===== config.mk =====
export PLATFORM = sky130hd
export DESIGN_NAME = key_matrix_change_detector_top
export DESIGN_NICKNAME = d
export VERILOG_FILES = /design/src/sv/kmcd_pkg.sv /design/src/sv/key_matrix_change_detector_top.sv /design/src/sv/kmcd_front.sv /design/src/sv/kmcd_queue.sv /design/src/sv/kmcd_back.sv
export SDC_FILE = /design/constraint.sdc
export NUM_CORES = 1
export LEC_CHECK = 0
export BUFFER_PORTS_ARGS = -buffer_cell sky130_fd_sc_hd__buf_2
export CORE_MARGIN = 5
export CORE_UTILIZATION = 55
export CTS_BUF_LIST = sky130_fd_sc_hd__clkbuf_16
export DETAILED_ROUTE_END_ITERATION = 7
export PLACE_DENSITY = 0.72
export REMOVE_ABC_BUFFERS = 1
export SLEW_MARGIN = 20
export SYNTH_ARGS = -nofsm -noshare
export SYNTH_HDL_FRONTEND = slang
export SYNTH_SLANG_ARGS = --single-unit
export TNS_END_PERCENT = 1

===== constraint.sdc =====
create_clock -name i_clk -period 4.2 [get_ports i_clk]
set_clock_uncertainty 0.2 [all_clocks]
set_input_delay 0.84 -clock i_clk [delete_from_list [all_inputs] [get_ports i_clk]]
set_output_delay 0.84 -clock i_clk [all_outputs]
set_load 0.03 [all_outputs]

===== src/sv/kmcd_pkg.sv =====
// Package with the shared types, constants and helpers of the key matrix change detector.
package kmcd_pkg;

    localparam int ROW_COUNT  = 8;
    localparam int ROW_W      = 3;
    localparam int COL_W      = 8;
    localparam int OFFSET_W   = 3;
    localparam int KEY_W      = ROW_W + OFFSET_W;
    localparam int QUEUE_DEPTH = 2;
    localparam int QPTR_W     = $clog2(QUEUE_DEPTH);
    localparam int QCNT_W     = $clog2(QUEUE_DEPTH + 1);

    localparam logic [COL_W-1:0] COL_RELEASED = '1;

    typedef struct packed {
        logic [ROW_W-1:0] row;
        logic [COL_W-1:0] cols;
        logic [COL_W-1:0] diff;
    } t_job;

    // Offset (counted from the most significant column bit) of the first set bit.
    function automatic logic [OFFSET_W-1:0] first_offset(input logic [COL_W-1:0] diff);
        logic [OFFSET_W-1:0] off;
        off = '0;
        for (int k = COL_W - 1; k >= 0; k--) begin
            if (diff[COL_W-1-k]) begin
                off = OFFSET_W'(k);
            end
        end
        return off;
    endfunction

endpackage


===== src/sv/key_matrix_change_detector_top.sv =====
// Top level of the key matrix change detector.
// Each input beat is one sampled matrix row (row number and eight active-low column
// levels). The block compares it with the stored byte for that row, which starts as
// all released, and emits one output beat per changed column, scanning from column
// bit 7 down; key_code is row*8 plus the column offset, pressed is the inverted level,
// and last_event marks the final beat of the sample. An input beat is taken while
// the queue is not full; a sample with no change produces nothing. A sample with n
// changed keys gives n output beats, one output beat per cycle while the output is
// not stalled, so the sustained rate is set by the event generator. A two-entry
// queue between the compare stage and the event generator lets input keep arriving
// while events are still being emitted or the output is stalled.
module key_matrix_change_detector_top (
    input  logic       i_clk,
    input  logic       i_rst_n,
    input  logic       i_in_valid,
    output logic       o_in_stall,
    input  logic [2:0] i_row_index,
    input  logic [7:0] i_column_bits,
    output logic       o_out_valid,
    input  logic       i_out_stall,
    output logic [5:0] o_key_code,
    output logic       o_pressed,
    output logic       o_last_event
);
    import kmcd_pkg::*;

    logic push;
    t_job push_job;
    logic queue_full;
    logic job_valid;
    t_job job;
    logic pop;

    kmcd_front u_front (
        .i_clk        (i_clk),
        .i_rst_n      (i_rst_n),
        .i_in_valid   (i_in_valid),
        .o_in_stall   (o_in_stall),
        .i_row_index  (i_row_index),
        .i_column_bits(i_column_bits),
        .i_queue_full (queue_full),
        .o_push       (push),
        .o_job        (push_job)
    );

    kmcd_queue u_queue (
        .i_clk  (i_clk),
        .i_rst_n(i_rst_n),
        .i_push (push),
        .i_job  (push_job),
        .o_full (queue_full),
        .o_valid(job_valid),
        .i_pop  (pop),
        .o_job  (job)
    );

    kmcd_back u_back (
        .i_clk       (i_clk),
        .i_rst_n     (i_rst_n),
        .i_job_valid (job_valid),
        .i_job       (job),
        .o_pop       (pop),
        .o_out_valid (o_out_valid),
        .i_out_stall (i_out_stall),
        .o_key_code  (o_key_code),
        .o_pressed   (o_pressed),
        .o_last_event(o_last_event)
    );

endmodule


===== src/sv/kmcd_front.sv =====
// Front end: accepts row samples, compares them with the stored snapshot and queues changes.
module kmcd_front (
    input  logic          i_clk,
    input  logic          i_rst_n,
    input  logic          i_in_valid,
    output logic          o_in_stall,
    input  logic [2:0]    i_row_index,
    input  logic [7:0]    i_column_bits,
    input  logic          i_queue_full,
    output logic          o_push,
    output kmcd_pkg::t_job o_job
);
    import kmcd_pkg::*;

    logic [COL_W-1:0] r_snapshot [ROW_COUNT];
    logic [COL_W-1:0] diff;
    logic             accept;
    logic             in_range;

    assign o_in_stall = i_queue_full;
    assign accept     = i_in_valid && !i_queue_full;
    assign in_range   = 32'(i_row_index) < ROW_COUNT;
    assign diff       = in_range ? (r_snapshot[i_row_index[ROW_W-1:0]] ^ i_column_bits) : '0;

    assign o_push     = accept && in_range && (diff != '0);
    assign o_job.row  = i_row_index;
    assign o_job.cols = i_column_bits;
    assign o_job.diff = diff;

    always_ff @(posedge i_clk) begin
        if (!i_rst_n) begin
            for (int r = 0; r < ROW_COUNT; r++) begin
                r_snapshot[r] <= COL_RELEASED;
            end
        end else if (o_push) begin
            r_snapshot[i_row_index[ROW_W-1:0]] <= i_column_bits;
        end
    end

endmodule


===== src/sv/kmcd_queue.sv =====
// Short queue of changed row samples between the front end and the event generator.
module kmcd_queue (
    input  logic           i_clk,
    input  logic           i_rst_n,
    input  logic           i_push,
    input  kmcd_pkg::t_job i_job,
    output logic           o_full,
    output logic           o_valid,
    input  logic           i_pop,
    output kmcd_pkg::t_job o_job
);
    import kmcd_pkg::*;

    t_job              r_slot [QUEUE_DEPTH];
    logic [QPTR_W-1:0] r_wr_ptr;
    logic [QPTR_W-1:0] r_rd_ptr;
    logic [QCNT_W-1:0] r_count;
    logic [QPTR_W-1:0] n_wr_ptr;
    logic [QPTR_W-1:0] n_rd_ptr;
    logic              do_pop;

    assign o_full   = r_count == QCNT_W'(QUEUE_DEPTH);
    assign o_valid  = r_count != '0;
    assign o_job    = r_slot[r_rd_ptr];
    assign do_pop   = i_pop && o_valid;
    assign n_wr_ptr = (r_wr_ptr == QPTR_W'(QUEUE_DEPTH - 1)) ? '0 : r_wr_ptr + 1'b1;
    assign n_rd_ptr = (r_rd_ptr == QPTR_W'(QUEUE_DEPTH - 1)) ? '0 : r_rd_ptr + 1'b1;

    always_ff @(posedge i_clk) begin
        if (!i_rst_n) begin
            r_wr_ptr <= '0;
            r_rd_ptr <= '0;
            r_count  <= '0;
        end else begin
            if (i_push) begin
                r_wr_ptr <= n_wr_ptr;
            end
            if (do_pop) begin
                r_rd_ptr <= n_rd_ptr;
            end
            if (i_push && !do_pop) begin
                r_count <= r_count + 1'b1;
            end else if (!i_push && do_pop) begin
                r_count <= r_count - 1'b1;
            end
        end
    end

    always_ff @(posedge i_clk) begin
        if (i_push) begin
            r_slot[r_wr_ptr] <= i_job;
        end
    end

endmodule


===== src/sv/kmcd_back.sv =====
// Back end: walks the changed columns of one sample and emits one key event per beat.
module kmcd_back (
    input  logic           i_clk,
    input  logic           i_rst_n,
    input  logic           i_job_valid,
    input  kmcd_pkg::t_job i_job,
    output logic           o_pop,
    output logic           o_out_valid,
    input  logic           i_out_stall,
    output logic [5:0]     o_key_code,
    output logic           o_pressed,
    output logic           o_last_event
);
    import kmcd_pkg::*;

    logic                r_busy;
    logic [ROW_W-1:0]    r_row;
    logic [COL_W-1:0]    r_cols;
    logic [COL_W-1:0]    r_diff;
    logic                r_out_valid;
    logic [KEY_W-1:0]    r_key_code;
    logic                r_pressed;
    logic                r_last;

    logic                out_free;
    logic                fire;
    logic [OFFSET_W-1:0] offset;
    logic [OFFSET_W-1:0] bit_pos;
    logic [COL_W-1:0]    n_diff;
    logic                last;

    assign out_free = !r_out_valid || !i_out_stall;
    assign fire     = r_busy && out_free;
    assign offset   = first_offset(r_diff);
    assign bit_pos  = OFFSET_W'(COL_W - 1) - offset;
    assign n_diff   = r_diff & ~(COL_W'(1) << bit_pos);
    assign last     = n_diff == '0;
    // A new sample is taken while idle, or as soon as the current one gives its final event.
    assign o_pop    = !r_busy || (fire && last);

    always_ff @(posedge i_clk) begin
        if (!i_rst_n) begin
            r_busy      <= 1'b0;
            r_out_valid <= 1'b0;
        end else begin
            if (o_pop) begin
                r_busy <= i_job_valid;
            end
            if (fire) begin
                r_out_valid <= 1'b1;
            end else if (!i_out_stall) begin
                r_out_valid <= 1'b0;
            end
        end
    end

    always_ff @(posedge i_clk) begin
        if (o_pop && i_job_valid) begin
            r_row  <= i_job.row;
            r_cols <= i_job.cols;
            r_diff <= i_job.diff;
        end else if (fire) begin
            r_diff <= n_diff;
        end
        if (fire) begin
            r_key_code <= {r_row, offset};
            r_pressed  <= ~r_cols[bit_pos];
            r_last     <= last;
        end
    end

    assign o_out_valid  = r_out_valid;
    assign o_key_code   = r_key_code;
    assign o_pressed    = r_pressed;
    assign o_last_event = r_last;

endmodule

==> impl_metrics.env <==
export IMPL_coreArea_um2=10900
export IMPL_whs_ps=221
export IMPL_cellLeakagePower_nw=2.24
export IMPL_via_per_inst=6.15
export IMPL_slew_viol_final=0
export IMPL_cts_root_buf="clkbuf_16"
export IMPL_clk_latency_ps=410
export IMPL_worst_path_buf_inv=3
export IMPL_worst_pin_slew_ps=916
export IMPL_synth_top_area_frac=0.631
export IMPL_htreeDepth=4
export IMPL_start_util=0.564
export IMPL_dieArea_um2=13400
export IMPL_yosysMostFrequentCell="edfxtp_1"
export IMPL_overflow=0
export IMPL_drt_iter0_drc=460
export IMPL_hold_viol_final=0
export IMPL_met2_usage=0.312
export IMPL_syn2layout_area_growth_pct=14.3
export IMPL_clk_pin_slew_ps=60
export IMPL_post_cts_buffers=0
export IMPL_synth_top_cells_by_area="edfxtp_1 (63%), nand4_1 (6.7%), mux2i_1 (5.5%)"
export IMPL_layout_min_cycle_time_ps=3700
export IMPL_place_gp_congestion=0.880
export IMPL_ys_flop_type="edfxtp_1"
export IMPL_die_h_um=116
export IMPL_dp_cells=583
export IMPL_synth_edf_count=129
export IMPL_drc=0
export IMPL_cts_inserted_buffers=17
export IMPL_vdd_drop_max_v=0.000384
export IMPL_synth_top_cell_by_area="edfxtp_1"
export IMPL_critPathMaxFanout=72
export IMPL_reg2regPathDepth=8
export IMPL_clock_path_buffers=2
export IMPL_cp_depth=10
export IMPL_fin_nets=478
export IMPL_grt_pass1_wl_mm=19.5
export IMPL_cp_slowest_cell="a21o_1"
export IMPL_cp_start_kind="input port"
export IMPL_crit_family="compound AO/OA/AOI/OAI gates"
export IMPL_die_w_um=116
export IMPL_cts_sinks=136
export IMPL_async_flop_share=0
export IMPL_grt_met1_usage=0.260
export IMPL_maxCapViolations=0
export IMPL_top_usage_layer="met2"
export IMPL_yosysWarnings=0
export IMPL_utilization=0.644
export IMPL_layoutNonFillerInstCount=615
export IMPL_wire_per_inst_um=19.7
export IMPL_switching_share=0.288
export IMPL_placementRows=38
export IMPL_finalPower_mw=4.42
export IMPL_ios=25
export IMPL_crit_arrival_ps=3560
export IMPL_status="finished clean"
export IMPL_pwr_share_clk=0.360
export IMPL_dp_slack_ps=99.7
export IMPL_wl_mm=12.1
export IMPL_max_stage_delay_ps=450
export IMPL_dp_hpwl_mm=8.18
export IMPL_place_area_um2=6380
export IMPL_synth_seq_area_share=0.654
export IMPL_holdCritPathClass="reg2reg"
export IMPL_drt_pass1_iterations=6
export IMPL_ctsHoldBuffers=0
export IMPL_tns_ps=0
export IMPL_grt_use_met3=0.0496
export IMPL_p_seq_frac=0.446
export IMPL_num_antenna_cells=0
export IMPL_p_int_mw=3.15
export IMPL_grt_max_degree=73
export IMPL_hold_depth=0
export IMPL_setup_violations=0
export IMPL_antenna_found_initial=0
export IMPL_cts_resized_gates=0
export IMPL_worstPathRequired_ps=4060
export IMPL_rsz0062_at_grt="false"
export IMPL_setup_ws_ps=498
export IMPL_grt_pass1_vias=3679
export IMPL_cts_tree="done"
export IMPL_post_synth_num_cell_types=54
export IMPL_ant_nets=0
export IMPL_drive_gt1_frac=0.185
export IMPL_finalCritPeriodShare=0.882
export IMPL_switchingPower_mw=1.27
export IMPL_synth_common_cells="edfxtp_1 (129), nand4_1 (66), mux2i_1 (34), nor2_1 (32), clkbuf_1 (21)"
export IMPL_endpoint_kind="flip-flop"
export IMPL_fmax_mhz=270
export IMPL_synth_seq_cells=136
export IMPL_syn_avg_cell_area_um2=13.8
export IMPL_syn_area_um2=6140
export IMPL_routed_via_count=3784
export IMPL_fin_area_um2=7020
export IMPL_io_buffers=24
export IMPL_synth_cells=445
export IMPL_cp_cell_sequence="buf_2, buf_4, mux2_2, o22ai_1, a221oi_1, xor2_1, nor4_4, a21oi_4, buf_12, a21o_1"
export IMPL_path_class="in2reg"
export IMPL_power_density_nw_per_um2=630
export IMPL_p_comb_frac=0.194
export IMPL_relSlewSlack=0.388
export IMPL_track_usage=0.193
## metal layers
| metal | part of all wire | vias up |
|---|---|---|
| met1 | 0.42 | 1821 |
| li1 | - | 1800 |
| met3 | 0.071 | 20 |
| met5 | 0 | - |
| met2 | 0.50 | 143 |
| met4 | 0.014 | 0 |
## sequential cells by signal (all words and copies together) (netlist names), named ones only
signal,cells
u_back.r_cols,8
u_back.o_last_event,1
u_back.o_pressed,1
u_queue.r_rd_ptr,1
u_back.r_busy,1
u_back.o_out_valid,1
u_queue.r_wr_ptr,1
u_back.o_key_code,6
u_front.r_snapshot,64
u_queue.r_slot,38
u_back.r_diff,8
u_queue.r_count,2
u_back.r_row,3
## power by group through the flow
stage	logic (mW)	registers, mW	clock network (mW)
3_5_place_dp	0.864	2.00	0
3_3_place_gp	0.843	1.99	0
5_1_grt	0.953	2.00	1.68
6_report	0.857	1.97	1.59
4_1_cts	0.867	1.97	1.61
2_1_floorplan	0.552	2.01	0
## cells in the final DEF, fill, tap and decap left out, types with 6 or more instances in the layout
cell type	instances
nand4_1	66
nand2_1	8
nor2_1	32
edfxtp_1	129
mux2_2	14
a21oi_1	7
buf_2	24
inv_6	6
dfxtp_1	7
clkbuf_16	17
nor2b_1	13
buf_4	9
mux2i_1	34
o21ai_0	6
## final timing paths
path,startpoint,end,slack (ps)
setup reg to reg,u_back.r_diff[6],u_queue.r_count[1],650
hold / removal,u_back.r_row[0],u_back.o_key_code[3],220
hold reg to reg,u_back.r_row[0],u_back.o_key_code[3],220
setup / recovery,i_row_index[2],u_front.r_snapshot[2][6],500
## logic make-up after synthesis
| logic type | Yosys count | synth area share |
|---|---|---|
| muxes | 50 | 0.0885 |
| and+or+nand+nor | 144 | 0.134 |
| adders and majority gates | 2 | 0.00367 |
| AOI/OAI and AO/OA | 59 | 0.0691 |
| DFF | 136 | 0.654 |
| buffers and inverters | 45 | 0.0381 |
| xor gates and xnor gates | 9 | 0.0128 |
## final cells by class
class / count / area [um^2]
well taps: 140 / 175
clock inverters: 15 / 214
flip-flops and latches: 136 / 4010
fillers: 788 / 3870
multi-input cells: 264 / 1900
clock buffers: 17 / 425
repair buffers: 37 / 268
inverters: 6 / 22.5
(Power assumes the default switching activity.)
